### src/design/mkpt_pkg.sv
// shared types and codes for the mac keyed profile table
`timescale 1ns / 1ps

package mkpt_pkg;

	localparam int MAC_W  = 48;
	localparam int PROF_W = 2;
	localparam int STAT_W = 2;

	localparam logic REQ_GET = 1'b0;
	localparam logic REQ_SET = 1'b1;

	localparam logic [PROF_W-1:0] PROF_STANDARD     = 2'd0;
	localparam logic [PROF_W-1:0] PROF_STRICT       = 2'd1;
	localparam logic [PROF_W-1:0] PROF_UNRESTRICTED = 2'd2;
	localparam logic [PROF_W-1:0] PROF_UNKNOWN      = 2'd3;

	localparam logic [STAT_W-1:0] STATUS_DONE        = 2'd0;
	localparam logic [STAT_W-1:0] STATUS_BAD_PROFILE = 2'd1;
	localparam logic [STAT_W-1:0] STATUS_FULL        = 2'd2;

	typedef struct packed {
		logic              req_type;
		logic [MAC_W-1:0]  mac_addr;
		logic [PROF_W-1:0] profile_in;
	} req_t;

	typedef struct packed {
		logic              found;
		logic [PROF_W-1:0] profile_out;
		logic [STAT_W-1:0] status;
	} rsp_t;

	// one table entry as it sits in the ram
	typedef struct packed {
		logic [MAC_W-1:0]  mac;
		logic [PROF_W-1:0] profile;
	} entry_t;

endpackage

### src/design/mac_keyed_profile_table.sv
// top level of the mac keyed profile table with its response register
//
// channel | beat    | handshake
// req     | req_t   | req_valid / req_stall
// rsp     | rsp_t   | rsp_valid / rsp_stall
//
// every request passes from acceptance through the one-entry-per-cycle scan of the entry ram,
// a tail state and a done state to the response register; one request is in work at a time,
// so a new request is accepted only after the previous one has left the done state
// reset clears the valid bits and control state; entry contents are never cleared
// a held response does not block the next request; a finished request waits only
// if the response register is still stalled

`timescale 1ns / 1ps

module mac_keyed_profile_table #(
	parameter int ENTRIES = 16
) (
	input  logic           clk,
	input  logic           arst_n,
	input  logic           req_valid,
	output logic           req_stall,
	input  mkpt_pkg::req_t req_beat,
	output logic           rsp_valid,
	input  logic           rsp_stall,
	output mkpt_pkg::rsp_t rsp_beat
);

	import mkpt_pkg::*;

	logic res_valid;
	logic res_take;
	rsp_t res_beat;
	logic rsp_valid_q;
	rsp_t rsp_q;

	mkpt_scan #(
		.ENTRIES(ENTRIES)
	) u_scan (
		.clk      (clk),
		.arst_n   (arst_n),
		.req_valid(req_valid),
		.req_stall(req_stall),
		.req_beat (req_beat),
		.res_valid(res_valid),
		.res_take (res_take),
		.res_beat (res_beat)
	);

	assign res_take  = !rsp_valid_q || !rsp_stall;
	assign rsp_valid = rsp_valid_q;
	assign rsp_beat  = rsp_q;

	always_ff @(posedge clk or negedge arst_n) begin
		if (!arst_n) begin
			rsp_valid_q <= 1'b0;
		end else if (res_take) begin
			rsp_valid_q <= res_valid;
		end
	end

	always_ff @(posedge clk) begin
		if (res_take && res_valid) begin
			rsp_q <= res_beat;
		end
	end

endmodule

### src/design/mkpt_ram.sv
// generic single port write, single port read ram with registered read
`timescale 1ns / 1ps

module mkpt_ram #(
	parameter int WIDTH = 8,
	parameter int DEPTH = 16,
	parameter int AW    = (DEPTH > 1) ? $clog2(DEPTH) : 1
) (
	input  logic             clk,
	input  logic             we,
	input  logic [AW-1:0]    waddr,
	input  logic [WIDTH-1:0] wdata,
	input  logic             re,
	input  logic [AW-1:0]    raddr,
	output logic [WIDTH-1:0] rdata
);

	logic [WIDTH-1:0] mem [DEPTH];

	always_ff @(posedge clk) begin
		if (we) begin
			mem[waddr] <= wdata;
		end
		if (re) begin
			rdata <= mem[raddr];
		end
	end

endmodule

### src/design/mkpt_scan.sv
// request sequencer: scans the entry ram, resolves the request and writes back
`timescale 1ns / 1ps

module mkpt_scan #(
	parameter int ENTRIES = 16
) (
	input  logic          clk,
	input  logic          arst_n,
	input  logic          req_valid,
	output logic          req_stall,
	input  mkpt_pkg::req_t req_beat,
	output logic          res_valid,
	input  logic          res_take,
	output mkpt_pkg::rsp_t res_beat
);

	import mkpt_pkg::*;

	localparam int IDX_W = (ENTRIES > 1) ? $clog2(ENTRIES) : 1;
	localparam logic [IDX_W-1:0] LAST_IDX = IDX_W'(ENTRIES - 1);

	typedef enum logic [3:0] {
		ST_IDLE = 4'b0001,
		ST_SCAN = 4'b0010,
		ST_TAIL = 4'b0100,
		ST_DONE = 4'b1000
	} state_t;

	state_t state_q;
	req_t   req_q;

	logic [ENTRIES-1:0] valid_q;
	logic [IDX_W-1:0]   idx_q;

	logic               cmp_vld_s1;
	logic [IDX_W-1:0]   cmp_idx_s1;

	logic               hit_q;
	logic [IDX_W-1:0]   hit_idx_q;
	logic [PROF_W-1:0]  hit_prof_q;
	logic               free_q;
	logic [IDX_W-1:0]   free_idx_q;

	entry_t             rd_entry;
	entry_t             wr_entry;
	logic               wr_en;
	logic [IDX_W-1:0]   wr_idx;
	logic               accept;
	logic               finish;
	logic               cmp_valid_bit;

	assign req_stall = (state_q != ST_IDLE);
	assign accept    = req_valid && !req_stall;
	assign res_valid = (state_q == ST_DONE);
	assign finish    = res_valid && res_take;

	assign wr_entry.mac     = req_q.mac_addr;
	assign wr_entry.profile = req_q.profile_in;

	mkpt_ram #(
		.WIDTH($bits(entry_t)),
		.DEPTH(ENTRIES),
		.AW   (IDX_W)
	) u_ram (
		.clk  (clk),
		.we   (wr_en),
		.waddr(wr_idx),
		.wdata(wr_entry),
		.re   (state_q == ST_SCAN),
		.raddr(idx_q),
		.rdata(rd_entry)
	);

	assign cmp_valid_bit = valid_q[cmp_idx_s1];

	// resolve the request from the scan results
	always_comb begin
		res_beat.found       = hit_q;
		res_beat.profile_out = PROF_STANDARD;
		res_beat.status      = STATUS_DONE;
		wr_en                = 1'b0;
		wr_idx               = hit_q ? hit_idx_q : free_idx_q;
		if (req_q.req_type == REQ_GET) begin
			if (hit_q && hit_prof_q != PROF_UNKNOWN) begin
				res_beat.profile_out = hit_prof_q;
			end
		end else if (req_q.profile_in == PROF_UNKNOWN) begin
			res_beat.status = STATUS_BAD_PROFILE;
		end else if (!hit_q && !free_q) begin
			res_beat.status = STATUS_FULL;
		end else begin
			res_beat.profile_out = req_q.profile_in;
			wr_en                = finish;
		end
	end

	always_ff @(posedge clk or negedge arst_n) begin
		if (!arst_n) begin
			state_q    <= ST_IDLE;
			valid_q    <= '0;
			idx_q      <= '0;
			cmp_vld_s1 <= 1'b0;
			hit_q      <= 1'b0;
			free_q     <= 1'b0;
		end else begin
			cmp_vld_s1 <= (state_q == ST_SCAN);
			unique case (state_q)
				ST_IDLE: begin
					if (accept) begin
						state_q <= ST_SCAN;
						idx_q   <= '0;
						hit_q   <= 1'b0;
						free_q  <= 1'b0;
					end
				end
				ST_SCAN: begin
					if (idx_q == LAST_IDX) begin
						state_q <= ST_TAIL;
					end else begin
						idx_q <= idx_q + 1'b1;
					end
				end
				ST_TAIL: begin
					state_q <= ST_DONE;
				end
				ST_DONE: begin
					if (finish) begin
						state_q <= ST_IDLE;
						if (wr_en) begin
							valid_q[wr_idx] <= 1'b1;
						end
					end
				end
				default: begin
					state_q <= ST_IDLE;
				end
			endcase
			// ascending scan, so the first match and first free slot win
			if (cmp_vld_s1) begin
				if (cmp_valid_bit && rd_entry.mac == req_q.mac_addr && !hit_q) begin
					hit_q <= 1'b1;
				end
				if (!cmp_valid_bit && !free_q) begin
					free_q <= 1'b1;
				end
			end
		end
	end

	always_ff @(posedge clk) begin
		if (accept) begin
			req_q <= req_beat;
		end
		cmp_idx_s1 <= idx_q;
		if (cmp_vld_s1) begin
			if (cmp_valid_bit && rd_entry.mac == req_q.mac_addr && !hit_q) begin
				hit_idx_q  <= cmp_idx_s1;
				hit_prof_q <= rd_entry.profile;
			end
			if (!cmp_valid_bit && !free_q) begin
				free_idx_q <= cmp_idx_s1;
			end
		end
	end

endmodule
### config.mk
export PLATFORM = sky130hd
export DESIGN_NAME = mac_keyed_profile_table
export DESIGN_NICKNAME = d
export VERILOG_FILES = /design/src/design/mkpt_pkg.sv /design/src/design/mac_keyed_profile_table.sv /design/src/design/mkpt_ram.sv /design/src/design/mkpt_scan.sv
export SDC_FILE = /design/constraint.sdc
export NUM_CORES = 1
export LEC_CHECK = 0
export BUFFER_PORTS_ARGS = -buffer_cell sky130_fd_sc_hd__buf_2
export CAP_MARGIN = 40
export CELL_PAD_IN_SITES_DETAIL_PLACEMENT = 0
export CELL_PAD_IN_SITES_GLOBAL_PLACEMENT = 1
export CORE_ASPECT_RATIO = 1.1
export CORE_UTILIZATION = 55
export DETAILED_ROUTE_END_ITERATION = 7
export PLACE_DENSITY_LB_ADDON = 0.1
export SETUP_SLACK_MARGIN = 0.2
export SLEW_MARGIN = 40
export SYNTH_ARGS = -nofsm -noshare
export SYNTH_HDL_FRONTEND = slang
export SYNTH_SLANG_ARGS = --single-unit
### constraint.sdc
create_clock -name clk -period 5.8 [get_ports clk]
set_input_delay 0.29 -clock clk [delete_from_list [all_inputs] [get_ports clk]]
set_output_delay 0.29 -clock clk [all_outputs]
set_load 0.01 [all_outputs]
==> Flow_metrics.wiki, run 1 <==
{| class="wikitable"
! Metric !! Value
|-
| Flops & latches, synth || 948
|-
| Cells taking the most area after synthesis || sky130_fd_sc_hd__edfxtp_1, sky130_fd_sc_hd__mux4_2, sky130_fd_sc_hd__mux2i_1
|-
| Critical Path Max Stage Delay || 0.69 ns
|-
| Net count reported at finish || 2071
|-
| Proportion of layout cells with a drive suffix above 1 || 21.43%
|-
| Signal arrival time at the worst endpoint || 3.87 ns
|-
| Switching share of total power || 24.30%
|-
| Count leader, synth || sky130_fd_sc_hd__edfxtp_1
|-
| Static leakage || 13.31 nW
|-
| Clock-pin slew reported for the worst setup and hold paths after clock tree synthesis || 0.06 ns
|-
| Crit. End Element || flop
|-
| Syn-to-layout area delta || 15.11%
|-
| PD cells || 388.4 nW/um2
|-
| Number of enable flip-flop cells after synthesis || 916
|-
| Cell with the largest stage delay on the worst path || sky130_fd_sc_hd__nor2_4
|-
| Worst Path Buf+Inv || 1
|-
| Worst slack at placement || 2.159 ns
|-
| Largest net degree at the start of global routing || 69
|-
| Number of DRC violations after detailed-routing iteration 0 || 1535
|-
| Dominant combinational cell family by area after synthesis || multiplexers
|-
| Starting density of the core || 55.56%
|-
| Port bufs || 61
|-
| Share of synthesized flip-flops with an asynchronous set or reset || 2.954%
|-
| Proportion of netlist area held by the largest area contributor || 76.18%
|-
| Cell count after synthesis || 1819
|-
| Dominant delay contributor by cell family on the critical path || simple AND/OR/NAND/NOR gates
|-
| Vertical extent of the die || 270.7 um
|-
| Critical path, cell by cell || or4b_1, a21oi_2, and2_4, nand2_2, nor2_4, buf_4
|-
| Sequential cell area in the final layout || 28300 um2
|-
| Design internal power || 0.01222 W
|-
| Sequential share of power || 52.4%
|-
| Average size of a mapped cell || 19.85 um2
|-
| Io pins || 62
|-
| Area fraction in compound gates after synthesis || 5.084%
|-
| Post-DRT Antenna Nets || 0
|-
| First-pass GRT wire length || 119800 um
|-
| Worst slew slack as a fraction of its limit || 44.00%
|-
| Max Clk Rate || 277.0 MHz
|-
| Largest area contributor in the netlist || sky130_fd_sc_hd__edfxtp_1
|-
| Count of hold buffers inserted by post-cts repair || 53
|-
| Maximum number of buffers from clock root to sink || 3
|-
| Endpoint required time on the critical path || 6.06 ns
|-
| Result of the run || finished clean
|-
| Worst path setup slack after routing || 2.189 ns
|-
| Post-Synth Adder-Cell Area || 0.03465%
|-
| Placeable core region || 64990 um2
|-
| Library cells used by synthesis || 54
|-
| Filler Cell Count || 4458
|-
| Xor and xnor area share after synthesis || 1.164%
|-
| H-tree levels || 3
|-
| Final estimated routing congestion in global placement || 0.7965
|-
| Initial antenna violation count || 0
|-
| Total length of routed wires || 81170 um
|-
| Total Routing Usage GR || 24.93%
|-
| Multi-input gate area || 7535 um2
|-
| Clock insertion delay at the later pin of the skew report || 0.64 ns
|-
| DP Area || 38160 um2
|-
| Router iterations before antenna repair || 5
|-
| Clk Tree Root Cell || sky130_fd_sc_hd__clkbuf_16
|-
| Total congestion overflow after global routing || 0
|-
| TritonCTS Buffers || 92
|-
| Simple-gate share of the synthesized area || 1.736%
|-
| Die area || 66680 um2
|-
| Netlist area before placement || 36110 um2
|-
| Fin crit share || 62.25%
|-
| Final Slew Violations || 0
|-
| Routed vias || 17910
|-
| Startpoint class of the critical path || flop
|-
| Number of clock sinks seen by CTS || 948
|-
| Final Hold Vio Count || 0
|-
| Utilization after layout || 63.96%
|-
| Resized Gates After CTS || 0
|-
| Routed WL per cell || 27.64 um
|-
| Synthesis warning total || 0
|-
| Mux share of post-synthesis cell area || 12.43%
|-
| TritonCTS clock tree || built
|-
| Number of DRC violations after detailed routing || 0
|-
| Mapped Nets || 1875
|-
| Minimum clock period || 3.611 ns
|-
| Measured slew at the worst slew-check pin || 0.8380 ns
|-
| Gate power share || 12.4%
|-
| Peak VDD IR || 0.2817 mV
|-
| Most used DFF post-synth || sky130_fd_sc_hd__edfxtp_1
|-
| Ranking of synthesized cells by instance count || sky130_fd_sc_hd__edfxtp_1, sky130_fd_sc_hd__mux2i_1, sky130_fd_sc_hd__o21ai_0
|-
| Post-synthesis sequential area ratio || 78.35%
|-
| Critical path type || reg -> reg
|-
| HPWL after detailed placement || 47950 um
|-
| Final number of setup-violating endpoints || 0
|-
| Clock network fraction of design power || 35.3%
|-
| Row count || 98
|-
| Type of the tightest min-delay check || in -> reg
|-
| Number of global-route vias before repair || 18180
|-
| Total Negative Setup Slacks || 0 ns
|-
| RSZ-0062 raised after global routing || false
|-
| Die Width || 246.3 um
|-
| Critical Path Fanout Max || 31
|-
| Maximum clock skew at final layout || 0.02193 ns
|-
| Switching pwr || 0.003924 W
|-
| Count of maximum capacitance violations || 0
|-
| Number of buffers inserted by post-CTS setup repair || 0
|-
| Routed vias/inst || 6.097
|-
| Post-layout instance area || 41560 um2
|}
## cell type report
class	instances	share of cell area (%)
well taps	850	2.559
clock inverters	46	0.8880
diodes	1	0.006021
multi-input cells	778	18.13
repair buffers	187	4.296
clock buffers	119	5.960
flip-flops and latches	948	68.09
inverters	8	0.07225
## state kept, by name (all words and copies together) (netlist names), 2 cells and up
signal / flops
u_scan.u_ram.mem: 800
u_scan.req_q: 51
u_scan.u_ram.rdata: 50
u_scan.valid_q: 16
rsp_beat: 5
u_scan.cmp_idx_s1: 4
u_scan.free_idx_q: 4
u_scan.hit_idx_q: 4
u_scan.idx_q: 4
u_scan.state_q: 4
u_scan.hit_prof_q: 2
## metal layers
layer | global-route usage (%) | share of wire, % | wire length [um] | up-vias
met3 | 4.196 | 6.2 | 5017 | 107
met5 | 0 | 0 | 0 | -
li1 | - | - | - | 7847
met4 | 7.489 | 2.3 | 1884 | 0
met1 | 35.96 | 43 | 34960 | 9374
met2 | 39.36 | 48 | 39310 | 578
## tightest hold or removal path: stages
cell and delay (ns):
sky130_fd_sc_hd__buf_2 0.12, sky130_fd_sc_hd__nand2_1 0.17, sky130_fd_sc_hd__nand2_1 0.13
## cell usage in the layout (no fill, tap or decap), types with 10 or more instances in the layout
cell / synthesis / routed
sky130_fd_sc_hd__mux4_2: 100 / 100
sky130_fd_sc_hd__buf_12: 0 / 11
sky130_fd_sc_hd__a22oi_1: 50 / 50
sky130_fd_sc_hd__xnor2_1: 47 / 47
sky130_fd_sc_hd__buf_16: 0 / 10
sky130_fd_sc_hd__a221oi_1: 50 / 50
sky130_fd_sc_hd__nand2_1: 64 / 63
sky130_fd_sc_hd__buf_4: 13 / 43
sky130_fd_sc_hd__clkbuf_1: 45 / 23
sky130_fd_sc_hd__clkinv_2: 0 / 17
sky130_fd_sc_hd__clkinv_1: 0 / 19
sky130_fd_sc_hd__o21bai_1: 16 / 16
sky130_fd_sc_hd__nor2_4: 0 / 16
sky130_fd_sc_hd__o21ai_0: 104 / 104
sky130_fd_sc_hd__nand4_1: 12 / 12
sky130_fd_sc_hd__mux2i_1: 152 / 152
sky130_fd_sc_hd__dfrtp_1: 27 / 23
sky130_fd_sc_hd__a21oi_1: 52 / 52
sky130_fd_sc_hd__clkbuf_16: 0 / 95
sky130_fd_sc_hd__dlygate4sd3_1: 0 / 53
sky130_fd_sc_hd__edfxtp_1: 916 / 916
sky130_fd_sc_hd__buf_2: 25 / 61
sky130_fd_sc_hd__mux2_2: 52 / 52
## per-stage QoR
stage                     std cells  hold WS (ns)  total power (W)
final                          2937        0.1308          0.01614
after global routing           2936        0.1700          0.01668
after CTS                      2935        0.1118          0.01629
after detailed placement       2717        0.3595          0.01059
after global placement         2695        0.3658          0.01053
after floorplan                1819     -0.005591         0.009829
## kinds of logic (layout without fill, tap and decap cells)
family / after synthesis / after routing
flops: 948 / 948
mux: 309 / 309
compound gates: 286 / 286
simple gates: 134 / 134
buf+inv: 93 / 360
xor+xnor: 48 / 48
fa+ha+maj: 1 / 1
other cells: 0 / 1
## worst paths after layout
kind / from / to / slack (ns) / cells past startpoint
hold reg to reg: u_scan.u_ram.rdata[0] / u_scan.hit_prof_q[0] / 0.44 / 0
hold / removal: req_valid / u_scan.state_q[1] / 0.13 / 3
max in group asynchronous: arst_n / u_scan.idx_q[1] / 5.03 / 2
setup reg to reg: u_scan.state_q[2] / u_scan.u_ram.mem[14][42] / 2.19 / 6
setup / recovery: u_scan.state_q[2] / u_scan.u_ram.mem[14][42] / 2.19 / 6
min in group asynchronous: arst_n / u_scan.idx_q[0] / 0.25 / 2
## power by group through the flow
stage	logic (W)	clock network (W)	registers, W
6_report	0.00200	0.00569	0.00846
3_5_place_dp	0.00199	0	0.00860
5_1_grt	0.00214	0.00605	0.00850
3_3_place_gp	0.00191	0	0.00862
2_1_floorplan	0.00140	0	0.00843
4_1_cts	0.00203	0.00580	0.00846
No activity file was read; power rests on OpenSTA's default activity.
==> inputs of run 2 (changes only) <==
- clock period: 5.8 -> 3.55 ns (I/O delays scaled with it)
==> Flow_metrics.wiki, run 2 (same netlist as run 1, synthesis figures left out) <==
{| class="wikitable"
! Metric !! Value
|-
| Result of the run || finished clean
|-
| Count of antenna diodes in the layout || 0
|-
| Vertical extent of the die || 270.7 um
|-
| Routed vias/inst || 6.011
|-
| Router iterations before antenna repair || 5
|-
| TritonCTS Buffers || 92
|-
| Maximum clock skew at final layout || 0.02304 ns
|-
| Type of the tightest min-delay check || in -> async
|-
| Io pins || 62
|-
| Maximum number of buffers from clock root to sink || 3
|-
| Biggest registers after layout || u_scan.u_ram.mem (800), u_scan.req_q (51), u_scan.u_ram.rdata (50)
|-
| PD cells || 644.9 nW/um2
|-
| TritonCTS clock tree || built
|-
| Row count || 98
|-
| Beginning of the worst register-to-register path || u_scan.req_q[22]
|-
| HPWL after detailed placement || 43490 um
|-
| Die Width || 246.3 um
|-
| Post-layout instance area || 41740 um2
|-
| Die area || 66680 um2
|-
| Proportion of layout cells with a drive suffix above 1 || 22.41%
|-
| Max Clk Rate || 316.3 MHz
|-
| Peak VDD IR || 0.4200 mV
|-
| Post-DRT Antenna Nets || 0
|-
| Placeable core region || 64990 um2
|-
| Resized Gates After CTS || 0
|-
| Total Negative Setup Slacks || 0 ns
|-
| Signal arrival time at the worst endpoint || 3.50 ns
|-
| Syn-to-layout area delta || 15.59%
|-
| Critical Path Fanout Max || 17
|-
| Critical path type || reg -> reg
|-
| Number of global-route vias before repair || 17950
|-
| Number of clock sinks seen by CTS || 948
|-
| Cell with the largest stage delay on the worst path || sky130_fd_sc_hd__nor4b_1
|-
| Routed vias || 17690
|-
| Critical path, cell by cell || xnor2_1, nand4_1, nor4b_1, nand4_1, nor2_1, buf_4
|-
| Clock-pin slew reported for the worst setup and hold paths after clock tree synthesis || 0.06 ns
|-
| Worst flop-to-flop path endpoint || u_scan.hit_prof_q[1]
|-
| Worst slew slack as a fraction of its limit || 49.38%
|-
| Largest net degree at the start of global routing || 79
|-
| H-tree levels || 3
|-
| Starting density of the core || 55.56%
|-
| DP Area || 38080 um2
|-
| Count of maximum capacitance violations || 0
|-
| RSZ-0062 raised after global routing || false
|-
| Port bufs || 61
|-
| Total Routing Usage GR || 24.58%
|-
| Net count reported at finish || 2073
|-
| Clk Tree Root Cell || sky130_fd_sc_hd__clkbuf_16
|-
| Worst Path Buf+Inv || 1
|-
| Number of DRC violations after detailed routing || 0
|-
| Register name with the most flops || u_scan.u_ram.mem
|-
| Routed WL per cell || 27.24 um
|-
| Number of DRC violations after detailed-routing iteration 0 || 1679
|-
| Final estimated routing congestion in global placement || 0.7754
|-
| Filler Cell Count || 4440
|-
| Dominant delay contributor by cell family on the critical path || simple AND/OR/NAND/NOR gates
|-
| Total length of routed wires || 80160 um
|-
| Startpoint class of the critical path || flop
|-
| Static leakage || 13.38 nW
|-
| Endpoint required time on the critical path || 3.89 ns
|-
| Final Slew Violations || 0
|-
| Most common library cell in the layout ignoring fill and taps || sky130_fd_sc_hd__edfxtp_1
|-
| Most frequent cell on the critical path || sky130_fd_sc_hd__nand4_1
|-
| Flip-flop count of the largest register, all copies and words added || 800
|-
| Fin crit share || 89.05%
|-
| Clock insertion delay at the later pin of the skew report || 0.64 ns
|-
| Critical Path Max Stage Delay || 0.68 ns
|-
| Total congestion overflow after global routing || 0
|-
| Flop2flop setup slack || 0.39 ns
|-
| Final number of setup-violating endpoints || 0
|-
| Crit. End Element || flop
|-
| First-pass GRT wire length || 117700 um
|-
| Final Hold Vio Count || 0
|-
| Register-to-Register Path Depth || 6
|-
| Measured slew at the worst slew-check pin || 0.7567 ns
|-
| Initial antenna violation count || 2
|-
| Minimum clock period || 3.161 ns
|-
| Most frequent cells in the layout || sky130_fd_sc_hd__edfxtp_1, sky130_fd_sc_hd__mux2i_1, sky130_fd_sc_hd__o21ai_0
|-
| Smallest hold slack || 0.1083 ns
|}
run 2: power by group:
group	switching, W	total (W)	internal [W]	leakage (nW)
logic	0.00166	0.00317	0.00150	3.19
registers	0.000644	0.0138	0.0131	8.67
clock network	0.00408	0.00996	0.00587	1.52
run 2: how the worst max path moves through the flow:
stage	cells after the start	startpoint	end	slack, ns
finish	6	u_scan.req_q[22]	u_scan.hit_prof_q[1]	0.39
global route	6	u_scan.req_q[22]	u_scan.hit_prof_q[1]	0.46
CTS	6	u_scan.req_q[22]	u_scan.hit_prof_q[1]	0.51
detailed placement	6	u_scan.req_q[22]	u_scan.hit_idx_q[3]	0.54
global placement	6	u_scan.req_q[22]	u_scan.hit_idx_q[3]	0.46
floorplan	5	u_scan.state_q[2]	u_scan.u_ram.mem[11][0]	-0.61
run 2: worst register-to-register path, cell delays in order (launching register included):
cell and delay (ns):
sky130_fd_sc_hd__edfxtp_1 0.64, sky130_fd_sc_hd__xnor2_1 0.49, sky130_fd_sc_hd__nand4_1 0.38, sky130_fd_sc_hd__nor4b_1 0.68, sky130_fd_sc_hd__nand4_1 0.35, sky130_fd_sc_hd__nor2_1 0.17, sky130_fd_sc_hd__buf_4 0.17
run 2: cell type report:
type / count / area, um2 / area share (%)
flip-flops and latches: 948 / 28300 / 67.81
clock inverters: 63 / 685.7 / 1.643
clock buffers: 107 / 2432 / 5.828
repair buffers: 189 / 1702 / 4.077
inverters: 8 / 30.03 / 0.07195
multi-input cells: 778 / 7521 / 18.02
well taps: 850 / 1064 / 2.548
run 2: through the flow:
stage | instances | total power [W] | utilization (%) | worst slack [ns]
final | 2943 | 0.02691 | 64.22 | 0.3886
after global routing | 2943 | 0.02780 | 64.22 | 0.4578
after CTS | 2943 | 0.02714 | 64.22 | 0.5068
after detailed placement | 2719 | 0.01719 | 58.59 | 0.5394
after global placement | 2719 | 0.01712 | 58.59 | 0.4614
after floorplan | 1819 | 0.01606 | - | -0.6106
run 2: timing repair:
action	4_1_cts	5_1_grt
setup buffers	0	0
hold endpoints to repair	87	0
hold buffers	54	0
run 2: routing by layer:
| layer | vias up | track usage, % | part of all wire (%) |
|---|---|---|---|
| met5 | - | 0 | 0.024 |
| met4 | 2 | 7.277 | 2.3 |
| met3 | 110 | 3.482 | 4.9 |
| met2 | 481 | 39.58 | 49 |
| met1 | 9256 | 35.23 | 44 |
| li1 | 7840 | - | - |
